--- src/smpq_pkg.sv ---
// ----------------------------------------------------------------------------
// smpq_pkg
// Shared codes and controller/datapath command and status types for the
// sorted minimum priority queue.
// ----------------------------------------------------------------------------
package smpq_pkg;

  localparam logic OP_INSERT = 1'b0;
  localparam logic OP_REMOVE = 1'b1;

  localparam logic [1:0] STATUS_DONE  = 2'd0;
  localparam logic [1:0] STATUS_FULL  = 2'd1;
  localparam logic [1:0] STATUS_EMPTY = 2'd2;

  localparam int unsigned OccWidth = 7;

  typedef struct packed {
    logic cap;
    logic rd_tail;
    logic rd_next;
    logic rd_head;
    logic shift;
    logic place;
    logic pop;
    logic rej_full;
    logic rej_empty;
  } cmd_t;

  typedef struct packed {
    logic empty;
    logic full;
    logic gt;
    logic pos_one;
  } stat_t;

endpackage

--- src/smpq_if.sv ---
// ----------------------------------------------------------------------------
// smpq channel interfaces
// Valid/ready channels for queue operations and their results.
// ----------------------------------------------------------------------------
interface smpq_in_if;
  logic               valid;
  logic               ready;
  logic               operation;
  logic signed [31:0] value_in;

  modport source (output valid, output operation, output value_in, input ready);
  modport sink   (input valid, input operation, input value_in, output ready);
endinterface

interface smpq_out_if;
  logic                                  valid;
  logic                                  ready;
  logic signed [31:0]                    value_out;
  logic [1:0]                            status;
  logic [smpq_pkg::OccWidth-1:0]         occupancy;

  modport source (output valid, output value_out, output status, output occupancy,
                  input ready);
  modport sink   (input valid, input value_out, input status, input occupancy,
                  output ready);
endinterface

--- src/smpq_ctrl.sv ---
// ----------------------------------------------------------------------------
// smpq_ctrl
// Sequencer for insert walks, removals and result handshake.
// ----------------------------------------------------------------------------
module smpq_ctrl (
  input  logic            clk_i,
  input  logic            rst_ni,
  input  logic            in_valid_i,
  input  logic            in_op_i,
  output logic            in_ready_o,
  output logic            out_valid_o,
  input  logic            out_ready_i,
  input  smpq_pkg::stat_t stat_i,
  output smpq_pkg::cmd_t  cmd_o
);

  localparam logic [2:0] StIdle  = 3'd0;
  localparam logic [2:0] StIns   = 3'd1;
  localparam logic [2:0] StPlace = 3'd2;
  localparam logic [2:0] StRem   = 3'd3;
  localparam logic [2:0] StResp  = 3'd4;

  logic [2:0] state_q, state_d;

  assign in_ready_o  = (state_q == StIdle);
  assign out_valid_o = (state_q == StResp);

  always_comb begin
    state_d = state_q;
    cmd_o   = '0;
    case (state_q)
      StIdle: begin
        if (in_valid_i) begin
          if (in_op_i == smpq_pkg::OP_INSERT) begin
            if (stat_i.full) begin
              cmd_o.rej_full = 1'b1;
              state_d        = StResp;
            end else if (stat_i.empty) begin
              cmd_o.cap = 1'b1;
              state_d   = StPlace;
            end else begin
              cmd_o.cap     = 1'b1;
              cmd_o.rd_tail = 1'b1;
              state_d       = StIns;
            end
          end else begin
            if (stat_i.empty) begin
              cmd_o.rej_empty = 1'b1;
              state_d         = StResp;
            end else begin
              cmd_o.rd_head = 1'b1;
              state_d       = StRem;
            end
          end
        end
      end
      StIns: begin
        if (stat_i.gt) begin
          cmd_o.shift = 1'b1;
          if (stat_i.pos_one) begin
            state_d = StPlace;
          end else begin
            cmd_o.rd_next = 1'b1;
          end
        end else begin
          cmd_o.place = 1'b1;
          state_d     = StResp;
        end
      end
      StPlace: begin
        cmd_o.place = 1'b1;
        state_d     = StResp;
      end
      StRem: begin
        cmd_o.pop = 1'b1;
        state_d   = StResp;
      end
      StResp: begin
        if (out_ready_i) begin
          state_d = StIdle;
        end
      end
      default: begin
        state_d = StIdle;
      end
    endcase
  end

  always_ff @(posedge clk_i or negedge rst_ni) begin
    if (!rst_ni) begin
      state_q <= StIdle;
    end else begin
      state_q <= state_d;
    end
  end

endmodule

--- src/smpq_dp.sv ---
// ----------------------------------------------------------------------------
// smpq_dp
// Circular sorted store, occupancy, insert walk pointer and result registers.
// ----------------------------------------------------------------------------
module smpq_dp #(
  parameter int unsigned DEPTH = 64
) (
  input  logic                          clk_i,
  input  logic                          rst_ni,
  input  smpq_pkg::cmd_t                cmd_i,
  output smpq_pkg::stat_t               stat_o,
  input  logic signed [31:0]            value_in_i,
  output logic signed [31:0]            value_out_o,
  output logic [1:0]                    status_o,
  output logic [smpq_pkg::OccWidth-1:0] occupancy_o
);

  localparam int unsigned AW = (DEPTH > 1) ? $clog2(DEPTH) : 1;
  localparam int unsigned CW = $clog2(DEPTH + 1);

  logic signed [31:0] mem_q [DEPTH];

  logic [CW-1:0]      count_q, count_d;
  logic [AW-1:0]      head_q, head_d;
  logic [AW-1:0]      pos_q, pos_d;
  logic signed [31:0] val_q;
  logic signed [31:0] rd_data_q;
  logic signed [31:0] res_value_q, res_value_d;
  logic [1:0]         res_status_q, res_status_d;

  logic [AW-1:0]      rd_log, rd_addr, wr_addr;
  logic               rd_en, wr_en;
  logic signed [31:0] wr_data;

  function automatic logic [AW-1:0] phys(input logic [AW-1:0] head, input logic [AW-1:0] idx);
    logic [AW:0] sum;
    sum = {1'b0, head} + {1'b0, idx};
    if (sum >= (AW+1)'(DEPTH)) begin
      sum = sum - (AW+1)'(DEPTH);
    end
    return sum[AW-1:0];
  endfunction

  assign stat_o.empty   = (count_q == '0);
  assign stat_o.full    = (count_q == CW'(DEPTH));
  assign stat_o.gt      = (rd_data_q > val_q);
  assign stat_o.pos_one = (pos_q == AW'(1));

  always_comb begin
    rd_log = '0;
    if (cmd_i.rd_tail) begin
      rd_log = count_q[AW-1:0] - AW'(1);
    end else if (cmd_i.rd_next) begin
      rd_log = pos_q - AW'(2);
    end
  end

  assign rd_en   = cmd_i.rd_tail | cmd_i.rd_next | cmd_i.rd_head;
  assign rd_addr = phys(head_q, rd_log);
  assign wr_en   = cmd_i.shift | cmd_i.place;
  assign wr_addr = phys(head_q, pos_q);
  assign wr_data = cmd_i.shift ? rd_data_q : val_q;

  always_ff @(posedge clk_i) begin
    if (wr_en) begin
      mem_q[wr_addr] <= wr_data;
    end
  end

  always_ff @(posedge clk_i) begin
    if (rd_en) begin
      rd_data_q <= mem_q[rd_addr];
    end
  end

  always_comb begin
    count_d      = count_q;
    head_d       = head_q;
    pos_d        = pos_q;
    res_value_d  = res_value_q;
    res_status_d = res_status_q;
    if (cmd_i.cap) begin
      pos_d = count_q[AW-1:0];
    end
    if (cmd_i.shift) begin
      pos_d = pos_q - AW'(1);
    end
    if (cmd_i.place) begin
      count_d      = count_q + CW'(1);
      res_value_d  = '0;
      res_status_d = smpq_pkg::STATUS_DONE;
    end
    if (cmd_i.pop) begin
      count_d      = count_q - CW'(1);
      head_d       = (head_q == AW'(DEPTH - 1)) ? '0 : head_q + AW'(1);
      res_value_d  = rd_data_q;
      res_status_d = smpq_pkg::STATUS_DONE;
    end
    if (cmd_i.rej_full) begin
      res_value_d  = '0;
      res_status_d = smpq_pkg::STATUS_FULL;
    end
    if (cmd_i.rej_empty) begin
      res_value_d  = '0;
      res_status_d = smpq_pkg::STATUS_EMPTY;
    end
  end

  always_ff @(posedge clk_i or negedge rst_ni) begin
    if (!rst_ni) begin
      count_q <= '0;
      head_q  <= '0;
    end else begin
      count_q <= count_d;
      head_q  <= head_d;
    end
  end

  always_ff @(posedge clk_i) begin
    pos_q        <= pos_d;
    res_value_q  <= res_value_d;
    res_status_q <= res_status_d;
    if (cmd_i.cap) begin
      val_q <= value_in_i;
    end
  end

  assign value_out_o = res_value_q;
  assign status_o    = res_status_q;
  assign occupancy_o = smpq_pkg::OccWidth'(count_q);

endmodule

--- src/sorted_min_priority_queue_top.sv ---
// ----------------------------------------------------------------------------
// Sorted minimum priority queue
// Bounded ascending queue of signed 32-bit values with insert and remove-min.
// ----------------------------------------------------------------------------
// One operation is in flight at a time and each gives one result. An insert
// walks down from the largest stored value through the store, which has one
// read and one write port, shifting each stored value greater than the new
// one up by one entry, one entry a cycle. The store is a ring addressed from
// a head pointer, so removal moves no data; equal values leave in arrival
// order. Occupancy reports the low seven bits of the count after the
// operation.
module sorted_min_priority_queue_top #(
  parameter int unsigned DEPTH = 64
) (
  input  logic              clk_i,
  input  logic              rst_ni,
  smpq_in_if.sink           in_i,
  smpq_out_if.source        out_o
);

  smpq_pkg::cmd_t  cmd;
  smpq_pkg::stat_t stat;

  smpq_ctrl u_ctrl (
    .clk_i       (clk_i),
    .rst_ni      (rst_ni),
    .in_valid_i  (in_i.valid),
    .in_op_i     (in_i.operation),
    .in_ready_o  (in_i.ready),
    .out_valid_o (out_o.valid),
    .out_ready_i (out_o.ready),
    .stat_i      (stat),
    .cmd_o       (cmd)
  );

  smpq_dp #(
    .DEPTH (DEPTH)
  ) u_dp (
    .clk_i       (clk_i),
    .rst_ni      (rst_ni),
    .cmd_i       (cmd),
    .stat_o      (stat),
    .value_in_i  (in_i.value_in),
    .value_out_o (out_o.value_out),
    .status_o    (out_o.status),
    .occupancy_o (out_o.occupancy)
  );

endmodule

--- src/flat_wrapper.sv ---
// flat-port wrapper written by rule: the top's interface ports become plain ports
module sorted_min_priority_queue_top_flat 
#(
  parameter int unsigned DEPTH = 64
)
  (clk_i, rst_ni, in_i_valid, in_i_operation, in_i_value_in, in_i_ready, out_o_valid, out_o_value_out, out_o_status, out_o_occupancy, out_o_ready);
  smpq_in_if in_i_i ();
  smpq_out_if out_o_i ();
  input  logic clk_i;
  input  logic rst_ni;
  input wire logic [$bits(in_i_i.valid)-1:0] in_i_valid;
  input wire logic [$bits(in_i_i.operation)-1:0] in_i_operation;
  input wire logic [$bits(in_i_i.value_in)-1:0] in_i_value_in;
  output wire logic [$bits(in_i_i.ready)-1:0] in_i_ready;
  output wire logic [$bits(out_o_i.valid)-1:0] out_o_valid;
  output wire logic [$bits(out_o_i.value_out)-1:0] out_o_value_out;
  output wire logic [$bits(out_o_i.status)-1:0] out_o_status;
  output wire logic [$bits(out_o_i.occupancy)-1:0] out_o_occupancy;
  input wire logic [$bits(out_o_i.ready)-1:0] out_o_ready;
  assign in_i_i.valid = in_i_valid;
  assign in_i_i.operation = in_i_operation;
  assign in_i_i.value_in = in_i_value_in;
  assign in_i_ready = in_i_i.ready;
  assign out_o_valid = out_o_i.valid;
  assign out_o_value_out = out_o_i.value_out;
  assign out_o_status = out_o_i.status;
  assign out_o_occupancy = out_o_i.occupancy;
  assign out_o_i.ready = out_o_ready;
  sorted_min_priority_queue_top #(.DEPTH(DEPTH)) u_core (.clk_i(clk_i), .rst_ni(rst_ni), .in_i(in_i_i), .out_o(out_o_i));
endmodule
--- config.mk ---
export PLATFORM = sky130hd
export DESIGN_NAME = sorted_min_priority_queue_top_flat
export DESIGN_NICKNAME = d
export VERILOG_FILES = /design/src/smpq_pkg.sv /design/src/smpq_if.sv /design/src/smpq_ctrl.sv /design/src/smpq_dp.sv /design/src/sorted_min_priority_queue_top.sv /design/src/flat_wrapper.sv
export SDC_FILE = /design/constraint.sdc
export NUM_CORES = 2
export LEC_CHECK = 0
export ABC_AREA = 1
export BUFFER_PORTS_ARGS = -buffer_cell sky130_fd_sc_hd__buf_4
export CAP_MARGIN = 30
export CORE_ASPECT_RATIO = 2
export CORE_MARGIN = 4
export CORE_UTILIZATION = 35
export CTS_CLUSTER_SIZE = 30
export DETAILED_ROUTE_END_ITERATION = 7
export HOLD_SLACK_MARGIN = 0.03
export SYNTH_ARGS = -nofsm -noshare
export SYNTH_HDL_FRONTEND = slang
export SYNTH_SLANG_ARGS = --single-unit
--- constraint.sdc ---
create_clock -name clk_i -period 6.6 [get_ports clk_i]
set_input_delay 1.65 -clock clk_i [delete_from_list [all_inputs] [get_ports clk_i]]
set_output_delay 1.65 -clock clk_i [all_outputs]
set_load 0.05 [all_outputs]
==> key figures <==
CTS
  – H-tree depth: 4
  – Post-CTS Setup Inserts: 0
  – # clock sinks: 2168
  – Clk buf depth: 4
  – CTS Hold Bufs: 0
  – Clk slew on worst S/H paths: 0.07 ns
  – Root buf cell: clkbuf_16
  – Clock buffer count from CTS: 176
  – CTS tree: yes
  – CTS resizes: 0
  – Worst-skew pair later-pin latency: 0.84 ns

Global route
  – Global route overflow: 0
  – Global-route wire length before repair: 358 mm
  – Largest net degree at the start of global routing: 122
  – Initial antenna violation count: 5
  – Gr usage total: 18.6%
  – Number of global-route vias before repair: 51310

Synth
  – Synth Net Count: 5754
  – Sequential area share after synthesis: 75.0%
  – Syn Area/Cell: 15.2 sq um
  – Cells after synthesis: 5661
  – Post-synth ARST share: 0.738%
  – Synth warn: 0
  – Number of synthesized flops with an enable pin: 2118
  – Synth Flop Type: edfxtp_1
  – Synth Cell Area: 86200 sq um
  – Library cells used by synthesis: 48
  – Seq cells post-synth: 2168

Critical path
  – Crit path DAT: 6.87 ns
  – Ordered cell list for the critical path: ha_1 -> nand4_1 -> nor4_2 -> nand2_1 -> nand2_1 -> nand2_1 -> nand3_2 -> nor2_4 -> nand2_1 -> o22ai_1 -> ha_4 -> fa_4 -> buf_12 -> buf_12 -> o21ai_0 -> o221ai_1 -> nand3_1 -> a32oi_1 -> nand2_1 -> nand2_1
  – Terminus of the critical flop-to-flop path: u_core.u_dp.rd_data_q[6]
  – Most frequent CP cell: nand2_1
  – CP Capture Type: flip-flop
  – RR Startpoint: u_core.u_dp.rd_data_q[17]
  – Max incr delay on CP: 1.00 ns
  – Reg2Reg Setup Slack: 0.42 ns
  – WP data required: 7.28 ns
  – Crit path launch: u_core.u_dp.rd_data_q[17]
  – CP startpoint kind: flip-flop
  – Path type of the worst setup path: reg2reg
  – R2R depth: 20
  – CP max stage cell: fa_4
  – Worst-path fanout max: 98
  – Setup crit end: u_core.u_dp.rd_data_q[6]

Timing
  – RSZ-0062 raised after global routing: false
  – Maximum clock frequency: 162 MHz
  – Final-report hold violation count: 0
  – Worst Tran Pin Value: 0.985 ns
  – Layout Skew: 0.0505 ns
  – Min Tclk post-route: 6.18 ns
  – Final worst-path cycle share: 93.7%
  – Max_slew headroom: 34.4%
  – Setup total negative slack: 0 ns
  – Setup violations, final: 0
  – Final slew viol count: 0

Status
  – Status: finished clean

Drt
  – Via count: 51683
  – DRC errors left: 0
  – Post-Route WL: 247 mm
  – Vias per inst: 5.68
  – Routed WL per cell: 27.1 um
  – Detailed Route Iter0 Violations: 5239
  – DRT Pass-1 Iters: 6
  – Antenna viol nets, final: 0

Cells and area
  – P&R area growth vs syn: 13.3%
  – Commonest cells after routing, fill and taps aside: edfxtp_1 (2118), nor2_1 (537), o21ai_0 (531)
  – Share of layout cells above drive strength 1: 11.4%
  – # fillers: 22302
  – Nets: 5820
  – Most common cell after layout, fill and taps aside: edfxtp_1

Place
  – Gp weighted congestion: 0.856
  – PortBufs: 79
  – Dpl hpwl: 149 mm

Floorplan
  – Die Wd: 359 um
  – Die area: 255000 sq um
  – Top Ports: 80
  – Initial Util: 35.2%
  – Die H: 710 um
  – Site Rows: 257
  – Core ar.: 245000 sq um

Power
  – NetSw: 22.1 mW
  – Post-layout power: 52.6 mW
  – Sequential cell fraction of total power: 34.9%
  – Int Pwr: 30.5 mW
  – Leak: 31.2 nW
  – Comb power frac: 45.4%
  – Worst IR drop on VDD: 0.000451 V
  – Switching power share of the total: 42.0%
  – Clock share of power: 19.7%
  – Power density over the cells: 539 nW/um^2

Hold path
  – Worst min path class: reg2reg

Job
  – Max Cap Viol: 0
## sequential cells by signal, indices dropped and copies added, names as in the netlist
| register | flops |
|---|---|
| u_core.u_dp.rd_data_q | 32 |
| u_core.u_dp.mem_q | 2048 |
| u_core.u_dp.occupancy_o | 7 |
| u_core.u_dp.value_out_o | 32 |
| u_core.u_dp.val_q | 32 |
| u_core.u_dp.pos_q | 6 |
| u_core.u_ctrl.state_q | 3 |
| u_core.u_dp.status_o | 2 |
| u_core.u_dp.head_q | 6 |
## through the flow
stage	setup WS (ns)	hold WS (ns)	util, %	instances	instance area (sq um)
after global routing	0.168	0.487	39.9	9097	97700
final	0.417	0.464	39.9	9099	97700
after floorplan	1.56	0.515	-	5661	86200
after global placement	0.352	0.453	37.6	8774	92000
after detailed placement	0.385	0.460	37.7	8786	92300
after CTS	0.324	0.470	39.9	9095	97700
## critical path: cells and delay by family (launching register included)
family                   cells  cell delay (ns)
AO/OA/AOI/OAI                4             1.07
adder cells (fa/ha/maj)      3             1.58
buffers and inverters        2             0.69
flip-flops                   1             0.55
AND/OR/NAND/NOR             11             1.99
## power by group through the flow
stage               Combinational, mW  Clock [mW]  Sequential (mW)
finish                           23.9        10.3             18.4
global route                     25.6        11.0             18.4
CTS                              23.9        10.5             18.4
detailed placement               23.8           0             18.7
global placement                 23.5           0             18.6
floorplan                        14.7           0             19.0
## layout make-up
class | instances | area [sq um] | area share, %
sequential | 2168 | 64700 | 66.2
clock buffer | 207 | 4560 | 4.67
antenna | 4 | 10.0 | 0.0102
multi-input combinational | 2994 | 20300 | 20.8
clock inverter | 102 | 876 | 0.896
tap | 3237 | 4050 | 4.14
timing repair buffer | 297 | 2880 | 2.95
inverter | 90 | 358 | 0.366
## routing by layer
| layer | part of all wire, % | GRT usage [%] |
|---|---|---|
| met1 | 36 | 21.1 |
| met2 | 54 | 35.5 |
| met3 | 5.7 | 2.08 |
| met4 | 4.5 | 7.70 |
| met5 | 0.0049 | 0 |
## logic make-up (layout without fill, tap and decap cells)
group                      after synthesis  in the layout  synth area share, %
buffers and inverters                  499            696                 2.54
DFF                                   2168           2168                 75.0
muxes                                  512            512                 5.94
adders and majority gates               56             56                0.839
xor gates and xnor gates                23             23                0.234
AOI/OAI and AO/OA                     1308           1308                 10.2
other                                    0              4                    0
and+or+nand+nor                       1095           1095                 5.22
## cells in the mapped netlist, types with 2 or more instances
cell type / instances / share of area, %
inv_2: 2 / 0.0087
xor2_1: 16 / 0.16
o21bai_1: 2 / 0.017
buf_2: 55 / 0.32
nand3_1: 219 / 1.3
nand4_1: 14 / 0.10
a21oi_1: 58 / 0.34
fa_1: 3 / 0.070
buf_6: 7 / 0.091
ha_1: 53 / 0.77
o21a_1: 2 / 0.017
or2_2: 3 / 0.022
inv_1: 87 / 0.38
nor2_1: 602 / 2.6
a211oi_1: 2 / 0.017
a31oi_1: 92 / 0.67
o31ai_1: 2 / 0.017
buf_4: 53 / 0.46
nand3_2: 3 / 0.035
a32oi_1: 32 / 0.32
o221ai_1: 512 / 5.2
o21ai_0: 563 / 3.3
xnor2_1: 7 / 0.071
edfxtp_1: 2118 / 74
mux2i_1: 512 / 5.9
dfrtp_1: 16 / 0.46
nand3b_1: 2 / 0.017
buf_1: 11 / 0.048
a21boi_0: 4 / 0.035
o21ai_1: 2 / 0.012
clkbuf_1: 283 / 1.2
o22ai_1: 6 / 0.044
nand2_1: 238 / 1.0
dfxtp_1: 34 / 0.79
a22oi_1: 28 / 0.24
nor3_1: 6 / 0.035
## how the worst min path moves through the flow
stage / startpoint / end / slack, ns / depth (start not counted)
floorplan: u_core.u_dp.head_q[2] / u_core.u_dp.head_q[2] / 0.51 / 1
global placement: u_core.u_dp.status_o[0] / u_core.u_dp.status_o[0] / 0.45 / 2
detailed placement: u_core.u_dp.value_out_o[27] / u_core.u_dp.value_out_o[27] / 0.46 / 2
CTS: u_core.u_dp.value_out_o[27] / u_core.u_dp.value_out_o[27] / 0.47 / 2
global route: u_core.u_dp.value_out_o[11] / u_core.u_dp.value_out_o[11] / 0.49 / 2
finish: u_core.u_dp.value_out_o[27] / u_core.u_dp.value_out_o[27] / 0.46 / 2
(Power assumes the default switching activity.)
